### src/hdl/swm_pkg.sv
// Shared types, sizes and helper function for the sliding window minimum block.
`default_nettype none
package swm_pkg;

    localparam int MAX_WINDOW   = 64;
    localparam int SAMPLE_WIDTH = 32;
    localparam int CFG_W        = 7;
    localparam int LEN_W        = ($clog2(MAX_WINDOW + 1) > CFG_W) ?
                                  $clog2(MAX_WINDOW + 1) : CFG_W;
    localparam int AGE_W        = (MAX_WINDOW > 1) ? $clog2(MAX_WINDOW) : 1;
    localparam int TDATA_W      = ((SAMPLE_WIDTH + 7) / 8) * 8;
    localparam logic [CFG_W-1:0] LEN_RESET = CFG_W'(3);

    typedef logic [LEN_W-1:0] len_t;
    typedef logic [AGE_W-1:0] age_t;
    typedef logic signed [SAMPLE_WIDTH-1:0] sample_t;

    // One entry of the ascending-minimum queue.
    typedef struct packed {
        logic    valid;
        age_t    age;
        sample_t value;
    } cell_t;

    // Signals broadcast from the control to every cell.
    typedef struct packed {
        logic    accept;
        logic    clear;
        logic    shift;
        sample_t sample;
        len_t    len;
    } bcast_t;

    // Per-cell status seen by the control.
    typedef struct packed {
        logic keep;
        logic expired;
    } cell_stat_t;

    // Zero counts as one; values above the cell count saturate.
    function automatic len_t eff_len(input logic [CFG_W-1:0] v);
        len_t ext;
        ext = LEN_W'(v);
        if (ext == '0) begin
            ext = LEN_W'(1);
        end else if (ext > LEN_W'(MAX_WINDOW)) begin
            ext = LEN_W'(MAX_WINDOW);
        end
        return ext;
    endfunction

endpackage
`default_nettype wire

### src/hdl/swm_cell.sv
// One cell of the ascending-minimum queue: holds a sample and its age.
`default_nettype none
module swm_cell (
    input  wire logic               aclk,
    input  wire logic               aresetn,
    input  wire swm_pkg::bcast_t    bcast,
    input  wire swm_pkg::cell_t     right_state,
    input  wire logic               src_kept,
    input  wire logic               prev_kept,
    output swm_pkg::cell_t          state,
    output swm_pkg::cell_stat_t     stat
);

    swm_pkg::cell_t cell_reg;
    swm_pkg::cell_t cell_next;
    swm_pkg::cell_t src;

    // An entry leaves once the new sample pushes it out of the window.
    always_comb begin
        stat.expired = cell_reg.valid &&
            ((swm_pkg::LEN_W'(cell_reg.age) + swm_pkg::LEN_W'(1)) >= bcast.len);
        stat.keep    = cell_reg.valid && !stat.expired &&
            (cell_reg.value < bcast.sample);
    end

    always_comb begin
        src       = bcast.shift ? right_state : cell_reg;
        cell_next = cell_reg;
        if (bcast.clear) begin
            cell_next.valid = 1'b0;
        end else if (bcast.accept) begin
            if (src_kept) begin
                cell_next.valid = 1'b1;
                cell_next.value = src.value;
                cell_next.age   = src.age + swm_pkg::AGE_W'(1);
            end else if (prev_kept) begin
                // First slot past the surviving entries takes the new sample.
                cell_next.valid = 1'b1;
                cell_next.value = bcast.sample;
                cell_next.age   = '0;
            end else begin
                cell_next.valid = 1'b0;
            end
        end
    end

    always_ff @(posedge aclk) begin
        if (!aresetn) begin
            cell_reg.valid <= 1'b0;
        end else begin
            cell_reg.valid <= cell_next.valid;
        end
        cell_reg.age   <= cell_next.age;
        cell_reg.value <= cell_next.value;
    end

    assign state = cell_reg;

endmodule
`default_nettype wire
### config.mk
export PLATFORM = sky130hd
export DESIGN_NAME = swm_cell
export DESIGN_NICKNAME = d
export VERILOG_FILES = /design/src/hdl/swm_pkg.sv /design/src/hdl/swm_cell.sv
export SDC_FILE = /design/constraint.sdc
export NUM_CORES = 1
export LEC_CHECK = 0
export BUFFER_PORTS_ARGS = -buffer_cell sky130_fd_sc_hd__buf_2
export CAP_MARGIN = 20
export CORE_MARGIN = 5
export CORE_UTILIZATION = 40
export CTS_CLUSTER_SIZE = 20
export DETAILED_ROUTE_END_ITERATION = 8
export GPL_TIMING_DRIVEN = 0
export MAX_ROUTING_LAYER = met4
export PLACE_DENSITY = 0.77
export RECOVER_POWER = 50
export SYNTH_ARGS = -nofsm -noshare
export SYNTH_HDL_FRONTEND = slang
export SYNTH_SLANG_ARGS = --single-unit
### constraint.sdc
create_clock -name aclk -period 4 [get_ports aclk]
set_input_delay 0.8 -clock aclk [delete_from_list [all_inputs] [get_ports aclk]]
set_output_delay 0.8 -clock aclk [all_outputs]
set_load 0.01 [all_outputs]
== Yosys cells after proc, flatten, opt, wreduce, memory -nomap -nowiden ==
Index checks and enable logic that the tools add are counted.
Word-level totals
  flip-flop bits (word level): 39
  latch bits: 0
  RAM bits: 0
  bits in read-only memories: 0
  input bits: 85
  output and inout bits: 41
  word-level logic and storage cells: 22
  memories kept: 0
Operators by class
  add/sub/neg operators: 2
  $mul: 0
  divide/modulo/power cells: 0
  $lt $le $gt $ge: 2
  equal/unequal tests: 1
  shift-type cells: 0
  mux-type cells: 4
  bitwise operators: 2
  reductions and logical operators: 8
Operators with widths (number)
  $mux W38: 2
  $mux W39: 1
  $lt A32 B32 Y1: 1
  $add A6 B1 Y7 const B: 1
  $ge A7 B7 Y1: 1
  $add A6 B1 Y6 const B: 1
  $reduce_and A4 Y1: 1
  $logic_and A1 B1 Y1: 3
  $reduce_and A3 Y1: 1
  $ne A2 B2 Y1 const B: 1
  $not A1 Y1: 2
  $reduce_bool A2 Y1: 1
  $reduce_or A2 Y1: 1
  $logic_not A1 Y1: 1
  $mux W1: 1

== Depth between registers and ports, before layout ==
Gate-level depths: netlist of the first run.
  depth after elaboration: 6
  mapped depth: 9
  depth with buffers taken out: 9

== Worst setup path after synthesis of the first run ==
No wires, ideal clock.
  kind: input -> register
  start: input src_kept
  end: register cell_reg, in the netlist state[0] (enable)
  library setup time: 430 ps
  data arrival time: 3091 ps
  required time: 3570 ps
  setup slack: 479 ps
  stages on the path: 3
  cell sequence: nor2_1 > nor3b_1 > a21boi_1
Between the ends
  longest elaborated chain between the ends: 2
  elaborated cells on any way between the ends: 3
  classes of those cells: eq/ne (1); reduce/logical (2)
Ends and longest elaborated chain
  start, declared: RTL line swm_cell.sv:8  | input wire logic src_kept,
  $ne A2 B2 Y1 (no source line) / $reduce_bool A2 Y1 (equally long branches)
  $reduce_and A4 Y1 (no source line) (*)
  end, declared: RTL line swm_cell.sv:14  | swm_pkg::cell_t cell_reg;
Every way passes the cells marked *; elsewhere a longest branch is shown, timed or not.
A chain may end at the register's enable or synchronous reset.

==> qor.log, run 1 <==
[status] outcome complete, no violations
[setup_path] Slowest cell on crit path or4_4
[final_layout] count of placed standard cells in the final layout, fillers left out 505
[setup_path] maximum single-stage delay on the critical path 540 ps
[sta] Final setup violation count 0
[sta] max_slew headroom 57.69%
[detailed_routing] remaining design rule violation count 0
[die] initial core utilization 40.81%
[place] final weighted congestion of routability-driven global placement 0.7836
[clocking] clock edge transition at the registers on the reported setup and hold paths 80 ps
[final_layout] number of flip-flops in the largest register 39
[final_layout] area taken by flip-flops and latches 1161 sq um
[sta] RSZ-0062 raised after global routing no
[final_layout] footprint of the multi-input gates 1415 sq um
[global_routing] initial antenna violation count 0
[detailed_routing] ANT nets after route 0
[final_layout] filler instances 665
[final_layout] proportion of layout cells with a drive suffix above 1 23.06%
[logic_synthesis] Synth Net Count 416
[sta] post-layout minimum cycle time 3535 ps
[sta] clock tree skew after final layout 1.561 ps
[setup_path] Worst Path Required 3200 ps
[clocking] Post CTS Setup Buffer Count 0
[place] quantity of I/O buffers inserted on ports 124
[detailed_routing] number of violations reported at the end of detailed-routing iteration 0 59
[logic_synthesis] Post-synth EDFFs 38
[detailed_routing] Via Count 2526
[power_and_ir_drop] Final Power 0.9895 mW
[die] Die Area 8655 sq um
[setup_path] Critical Path Most Common Cell buf_2
[global_routing] vias in the first global route 2598
[setup_path] CP max FO 3
[die] width of the die 93.03 um
[clocking] root buf cell clkbuf_8
[die] Die Y-Extent 93.03 um
[final_layout] most common library cell in the layout ignoring fill and taps buf_2
[clocking] buffer depth of the longest clock path 2
[sta] final setup TNS 0 ps
[global_routing] global-route usage over all layers 17.68%
[setup_path] Crit path max-delay family simple AND/OR/NAND/NOR gates
[sta] Final period util 88.37%
[clocking] clock latency reported for the late side of the worst-skew pair 280 ps
[setup_path] crit path launch type primary input
[logic_synthesis] top cell type by total area after synthesis edfxtp_1
[logic_synthesis] post-synthesis sequential area ratio 42.11%
[final_layout] Net count, final 549
[final_layout] count of inserted antenna diode cells 0
[place] half-perimeter wire length after detailed placement 5945 um
[sta] hold_ws 538.1 ps
[logic_synthesis] Async S/R FF share, synth 0%
[power_and_ir_drop] Power Density 278.6 nW/um^2
[die] count of standard-cell rows 30
[final_layout] Core Util, Final 52.57%
[logic_synthesis] combined area of all synthesized cells 2758 sq um
[hold_path] worst hold path type flip-flop to flip-flop
[setup_path] worst path arrival time 2730 ps
[global_routing] global-route wire length before repair 11900 um
[detailed_routing] Final Routed Wirelength 7175 um
[final_layout] area added between synthesis and finish 28.81%
[sta] slew at the pin with the worst max-slew slack 633.0 ps
[setup_path] cells along the critical path buf_2, inv_1, ha_1, nand4_2, or4_4, a221oi_2, o31a_2, nor3_1, and4b_1, buf_2
[setup_path] kind of critical path primary input to primary output
[clocking] clock buffers created by TritonCTS 5
[flow_run] Max Cap Violations 0
[logic_synthesis] area share of the largest cell type after synthesis 41.38%
[sta] Fmax 282.9 MHz
[logic_synthesis] synthesis warning total 0
[die] Core Region 6756 sq um
[clocking] CTS tree yes
[global_routing] GR Overflow Total 0
[sta] fin. max-slew vios 0
[clocking] hold buffers post-CTS 0
[logic_synthesis] flip-flop and latch count after synthesis 39
[global_routing] largest net degree at the start of global routing 18
[sta] final number of hold-violating endpoints 0
[logic_synthesis] largest cells by area after synthesis edfxtp_1, ha_1, o21ai_1, inv_1, nand2_1
[place] Placed Cells incl. Taps 496
[setup_path] category of the worst setup path capture point primary output
[logic_synthesis] synthesized instance count 291
[detailed_routing] first-pass iteration count of the detailed router 4
[clocking] CTS-repair resized insts 0
[clocking] CTS sink count 39
[logic_synthesis] predominant post-synthesis flop cell edfxtp_1
[detailed_routing] via count normalized by instance count 5.002
[power_and_ir_drop] Leakage 1.640 nW
[final_layout] commonest non-fill, non-tap cells in the layout buf_2, clkbuf_1, inv_1, nand2_1, ha_1
[setup_path] Bufs and invs on worst path 3
[logic_synthesis] distinct cell type count after synthesis 38
[clocking] count of H-tree levels built during CTS 2
[logic_synthesis] average cell area after synthesis 9.476 sq um
[die] top-level I/O count 126
[power_and_ir_drop] peak supply drop 139.6 uV
[detailed_routing] routed length per placed instance 14.21 um
## worst reg2reg max path, delay by kind of cell, from the launching register on
family                     cells  cell delay, ps
AOI/OAI and AO/OA              1             170
adders and majority gates      1             240
and+or+nand+nor                1             160
buffers and inverters          1              80
DFF                            1             450
muxes                          1             210
## cells in the mapped netlist, types with 3 or more instances
cell	n
o21a_1	3
xnor2_1	4
nor2_1	7
inv_1	42
o21ai_0	5
and2_1	5
nand3_1	7
o21ai_1	36
ha_1	40
and4_1	4
a21o_1	4
a21oi_1	15
clkbuf_1	8
nand2_1	42
edfxtp_1	38
mux2i_1	4
## per-layer routing
metal  part of all wire, %  GRT usage, %  vias to the layer above
li1                      -             -                     1292
met1                    42         21.32                     1147
met2                    50         30.77                       79
met3                   6.0         3.138                        8
met4                   1.2         4.396                        0
met5                     0             -                        -
## where the power goes
| group | internal (mW) | leakage (nW) | switching [mW] |
|---|---|---|---|
| clock network | 0.120 | 0.0477 | 0.143 |
| logic | 0.105 | 1.25 | 0.127 |
| registers | 0.479 | 0.342 | 0.0163 |
## area by class of cell
class	count	area share, %
clock buffer	5	1.937
inverter	42	4.438
timing repair buffer	126	16.91
multi-input combinational	201	39.84
buffer	9	0.9510
tap	80	2.818
clock inverter	3	0.4227
sequential	39	32.69
## path summary, 6_finish.rpt
check	start	end	slack, ps	depth (start not counted)
setup / recovery	bcast[21]	stat[1]	470	10
hold / removal	state[38]	state[38]	540	2
setup reg to reg	state[32]	state[36]	2450	5
hold reg to reg	state[38]	state[38]	540	2
## through the flow
stage / setup slack [ps] / area (sq um)
2_1_floorplan: 479.2 / 2758
3_3_place_gp: -704.9 / 3478
3_5_place_dp: 458.7 / 3517
4_1_cts: 449.0 / 3601
5_1_grt: 356.5 / 3552
6_report: 465.4 / 3552
## cell families after synthesis
group | after synthesis | share of synthesized area [%]
buf+inv | 51 | 6.987
xor+xnor | 6 | 1.906
compound gates | 73 | 15.43
fa+ha+maj | 40 | 18.15
flops | 39 | 42.11
mux | 5 | 1.860
simple gates | 77 | 13.57
No activity file was read; power rests on OpenSTA's default activity.
==> run 2: changes to the inputs <==
--- a/config.mk
+++ b/config.mk
@@ -13,7 +13,7 @@
 export DETAILED_ROUTE_END_ITERATION = 8
 export GPL_TIMING_DRIVEN = 0
 export MAX_ROUTING_LAYER = met4
-export PLACE_DENSITY = 0.77
+export PLACE_DENSITY = 0.7
 export RECOVER_POWER = 50
 export SYNTH_ARGS = -nofsm -noshare
 export SYNTH_HDL_FRONTEND = slang
==> qor.log, run 2 (synthesized netlist as in run 1, its figures left out) <==
[status] outcome complete, no violations
[die] top-level I/O count 126
[detailed_routing] routed length on met2 3409 um
[setup_path] kind of critical path primary input to primary output
[clocking] root buf cell clkbuf_8
[final_layout] commonest non-fill, non-tap cells in the layout buf_2, clkbuf_1, inv_1, nand2_1, ha_1
[power_and_ir_drop] Gate power share 23.6%
[clocking] CTS tree yes
[detailed_routing] Top Layer Used met4
[sta] RSZ-0062 raised after global routing no
[setup_path] worst path arrival time 2790 ps
[detailed_routing] ANT nets after route 0
[die] count of standard-cell rows 30
[final_layout] number of flip-flops in the largest register 39
[setup_path] category of the worst setup path capture point primary output
[clocking] buffer depth of the longest clock path 2
[hold_path] worst hold path type flip-flop to flip-flop
[detailed_routing] Via Count 2441
[power_and_ir_drop] clock group share of total power 25.6%
[detailed_routing] Final Routed Wirelength 6987 um
[final_layout] count of inserted antenna diode cells 0
[die] Core Region 6756 sq um
[die] width of the die 93.03 um
[die] initial core utilization 40.81%
[place] final weighted congestion of routability-driven global placement 0.8338
[global_routing] global-route usage over all layers 17.13%
[global_routing] GR Overflow Total 0
[flow_run] Max Cap Violations 0
[die] Die Y-Extent 93.03 um
[detailed_routing] met1 wire length 3125 um
[detailed_routing] via count normalized by instance count 4.853
[setup_path] CP max FO 3
[sta] Final period util 89.69%
[power_and_ir_drop] peak supply drop 162.7 uV
[die] Die Area 8655 sq um
[detailed_routing] detailed route wirelength on metal3 378 um
[power_and_ir_drop] Power Density 275.3 nW/um^2
[global_routing] vias in the first global route 2605
[detailed_routing] number of violations reported at the end of detailed-routing iteration 0 75
[clocking] CTS-repair resized insts 0
[global_routing] global-route wire length before repair 11610 um
[sta] Final setup violation count 0
[final_layout] most common library cell in the layout ignoring fill and taps buf_2
[global_routing] initial antenna violation count 0
[setup_path] crit path launch type primary input
[sta] final number of hold-violating endpoints 0
[clocking] CTS sink count 39
[place] half-perimeter wire length after detailed placement 5859 um
[sta] Fmax 278.8 MHz
[clocking] count of H-tree levels built during CTS 2
[detailed_routing] routed length per placed instance 13.89 um
[final_layout] Net count, final 548
[setup_path] worst reg2reg path depth 5
[global_routing] largest net degree at the start of global routing 19
[sta] fin. max-slew vios 0
[final_layout] proportion of layout cells with a drive suffix above 1 22.70%
[place] quantity of I/O buffers inserted on ports 124
[place] Placed Cells incl. Taps 496
[detailed_routing] first-pass iteration count of the detailed router 4
[power_and_ir_drop] Sw Ratio 28.20%
[setup_path] Worst Path Required 3200 ps
[power_and_ir_drop] Leakage 1.634 nW
[power_and_ir_drop] internal power contribution 0.7001 mW
[power_and_ir_drop] part of the total power dissipated in sequential elements 50.8%
[sta] max_slew headroom 33.82%
[clocking] clock edge transition at the registers on the reported setup and hold paths 70 ps
[final_layout] count of placed standard cells in the final layout, fillers left out 503
[clocking] Post CTS Setup Buffer Count 0
[sta] clock tree skew after final layout 1.236 ps
[power_and_ir_drop] switching pwr 0.2750 mW
[final_layout] filler instances 671
[clocking] clock buffers created by TritonCTS 5
[clocking] hold buffers post-CTS 0
[setup_path] setup slack, reg-to-reg 2460 ps
[final_layout] area added between synthesis and finish 28.45%
[hold_path] Hold Path Depth 2
[sta] slew at the pin with the worst max-slew slack 990.5 ps
[detailed_routing] remaining design rule violation count 0
[clocking] clock latency reported for the late side of the worst-skew pair 280 ps
[sta] post-layout minimum cycle time 3587 ps
[sta] hold_ws 537.6 ps
[run 2: per-layer routing]
| layer | GRT usage [%] | up-vias |
|---|---|---|
| li1 | - | 1292 |
| met1 | 21.09 | 1072 |
| met2 | 29.15 | 72 |
| met3 | 2.896 | 5 |
| met4 | 4.762 | 0 |
| met5 | - | - |
[run 2: power by group through the flow]
stage	clock (mW)	combinational [mW]	sequential (mW)
6_report	0.250	0.230	0.495
5_1_grt	0.278	0.268	0.498
4_1_cts	0.258	0.242	0.495
3_5_place_dp	0	0.241	0.504
3_3_place_gp	0	0.229	0.504
2_1_floorplan	0	0.125	0.513
[run 2: worst paths after layout]
path	startpoint	endpoint
max	bcast[21]	stat[1]
min	state[38]	state[38]
max reg2reg	state[32]	state[36]
min reg2reg	state[38]	state[38]
[run 2: cell type report]
type | instances | area [sq um] | area share (%)
Inverter | 42 | 157.7 | 4.451
Timing Repair Buffer | 125 | 596.8 | 16.85
Multi-Input combinational cell | 201 | 1415 | 39.95
Clock buffer | 5 | 68.82 | 1.943
Clock inverter | 2 | 8.758 | 0.2473
Buffer | 9 | 33.78 | 0.9537
Sequential cell | 39 | 1161 | 32.78
Tap cell | 80 | 100.1 | 2.826
[run 2: critical path, cell delays in order]
cell and delay (ps):
buf_2 70, inv_1 40, ha_1 320, nand4_2 160, or4_4 540, a221oi_2 230, o31a_2 200, nor3_1 50
and4b_1 240, buf_2 130
[run 2: metrics by stage]
| stage | setup WS, ps | utilization (%) | power [mW] | instance area [sq um] | setup TNS (ps) |
|---|---|---|---|---|---|
| finish | 412.6 | 52.43 | 0.9750 | 3542 | 0 |
| global route | 334.0 | 52.43 | 1.044 | 3542 | 0 |
| CTS | 417.2 | 53.20 | 0.9945 | 3595 | 0 |
| detailed placement | 409.3 | 52.06 | 0.7441 | 3517 | 0 |
| global placement | -711.8 | 51.48 | 0.7328 | 3478 | -22740 |
| floorplan | 479.2 | - | 0.6383 | 2758 | 0 |
==> run 3: changes to the inputs <==
--- a/config.mk
+++ b/config.mk
@@ -13,7 +13,7 @@
 export DETAILED_ROUTE_END_ITERATION = 8
 export GPL_TIMING_DRIVEN = 0
 export MAX_ROUTING_LAYER = met4
-export PLACE_DENSITY = 0.7
+export PLACE_DENSITY = 0.74
 export RECOVER_POWER = 50
 export SYNTH_ARGS = -nofsm -noshare
 export SYNTH_HDL_FRONTEND = slang
==> qor.log, run 3 (synthesized netlist as in run 1, its figures left out) <==
[status] outcome complete, no violations
[setup_path] Setup crit end stat[1]
[sta] Final setup violation count 0
[final_layout] area added between synthesis and finish 29.54%
[global_routing] largest net degree at the start of global routing 21
[setup_path] category of the worst setup path capture point primary output
[sta] slew at the pin with the worst max-slew slack 1026 ps
[sta] final number of hold-violating endpoints 0
[setup_path] launch instance of the worst register-to-register path state[32]
[sta] Fmax 277.8 MHz
[clocking] count of H-tree levels built during CTS 2
[detailed_routing] first-pass iteration count of the detailed router 4
[clocking] clock buffers created by TritonCTS 5
[global_routing] initial antenna violation count 0
[setup_path] CP max FO 3
[place] quantity of I/O buffers inserted on ports 124
[place] half-perimeter wire length after detailed placement 5869 um
[detailed_routing] Final Routed Wirelength 7024 um
[final_layout] count of placed standard cells in the final layout, fillers left out 504
[detailed_routing] remaining design rule violation count 0
[setup_path] capture point of the worst reg-to-reg path state[36]
[global_routing] GR Overflow Total 0
[setup_path] Worst Path Required 3200 ps
[final_layout] filler instances 659
[sta] Final period util 90.00%
[detailed_routing] number of violations reported at the end of detailed-routing iteration 0 86
[detailed_routing] ANT nets after route 0
[setup_path] origin of the worst setup path bcast[21]
[final_layout] proportion of layout cells with a drive suffix above 1 22.88%
[detailed_routing] routed length per placed instance 13.94 um
[global_routing] vias in the first global route 2497
[power_and_ir_drop] peak supply drop 187.0 uV
[global_routing] global-route wire length before repair 11340 um
[sta] RSZ-0062 raised after global routing no
[place] final weighted congestion of routability-driven global placement 0.7750
[clocking] CTS tree yes
[final_layout] most common library cell in the layout ignoring fill and taps buf_2
[sta] max_slew headroom 31.43%
[sta] clock tree skew after final layout 2.724 ps
[clocking] hold buffers post-CTS 0
[final_layout] Net count, final 548
[clocking] root buf cell clkbuf_8
[clocking] Post CTS Setup Buffer Count 0
[final_layout] count of inserted antenna diode cells 0
[place] Placed Cells incl. Taps 496
[setup_path] worst reg2reg path depth 5
[die] Core Region 6756 sq um
[clocking] CTS-repair resized insts 0
[die] width of the die 93.03 um
[power_and_ir_drop] Leakage 1.647 nW
[sta] post-layout minimum cycle time 3600 ps
[hold_path] worst hold path type flip-flop to flip-flop
[final_layout] commonest non-fill, non-tap cells in the layout buf_2, clkbuf_1, inv_1, nand2_1, ha_1
[global_routing] global-route usage over all layers 16.75%
[final_layout] Core Util, Final 52.87%
[power_and_ir_drop] Power Density 293.3 nW/um^2
[sta] final setup TNS 0 ps
[setup_path] crit path launch type primary input
[setup_path] setup slack, reg-to-reg 2430 ps
[flow_run] Max Cap Violations 0
[die] Die Area 8655 sq um
[die] Die Y-Extent 93.03 um
[die] count of standard-cell rows 30
[die] initial core utilization 40.81%
[clocking] CTS sink count 39
[final_layout] number of flip-flops in the largest register 39
[detailed_routing] via count normalized by instance count 4.950
[detailed_routing] Via Count 2495
[clocking] buffer depth of the longest clock path 2
[setup_path] worst path arrival time 2800 ps
[clocking] clock edge transition at the registers on the reported setup and hold paths 70 ps
[die] top-level I/O count 126
[clocking] clock latency reported for the late side of the worst-skew pair 280 ps
[setup_path] kind of critical path primary input to primary output
[sta] fin. max-slew vios 0
[run 3: changes by cell type in the layout (fill, tap and decap cells not counted), sizes merged]
| cell | change |
|---|---|
| bufinv | +1 |
[run 3: cell type report]
type                            count  area, sq um  area share [%]
Timing Repair Buffer              125        596.8           16.71
Multi-Input combinational cell    201         1415           39.61
Clock inverter                      3        38.79           1.086
Clock buffer                        5        68.82           1.926
Buffer                              9        33.78          0.9457
Sequential cell                    39         1161           32.50
Tap cell                           80        100.1           2.802
Inverter                           42        157.7           4.413
[run 3: worst max-delay path: stages]
cell and delay [ps]:
buf_2 70, inv_1 40, ha_1 320, nand4_2 150, or4_4 540, a221oi_2 250, o31a_2 200, nor3_1 50
and4b_1 240, buf_2 130
[run 3: metrics by stage]
stage	hold slack, ps	worst slack (ps)	instance area, sq um	power (mW)
2_1_floorplan	531.0	479.2	2758	0.6383
3_3_place_gp	522.8	-748.9	3478	0.7325
3_5_place_dp	521.9	399.9	3517	0.7437
4_1_cts	532.8	394.8	3625	1.070
5_1_grt	597.9	306.7	3572	1.113
6_report	532.0	399.9	3572	1.048
[run 3: power by group]
part           total, mW  internal [mW]  switching (mW)
logic              0.230          0.105           0.125
clock network      0.323          0.183           0.140
registers          0.495          0.479          0.0163
total               1.05          0.766           0.282
[run 3: worst min path at each step]
stage                      endpoint  slack, ps      start  cells past startpoint
after global routing      state[38]        600  state[38]                      2
after detailed placement  state[38]        520  state[38]                      2
after floorplan           state[38]        530  state[38]                      2
final                     state[38]        530  state[38]                      2
after CTS                 state[38]        530  state[38]                      2
after global placement    state[38]        520  state[38]                      2
[run 3: layer usage]
metal | global-route usage [%] | routed length, um | share of wire [%]
met2 | 28.19 | 3415 | 49
met3 | 2.494 | 368 | 5.2
met1 | 21.17 | 3163 | 45
met5 | - | 0 | 0
met4 | 4.518 | 76 | 1.1
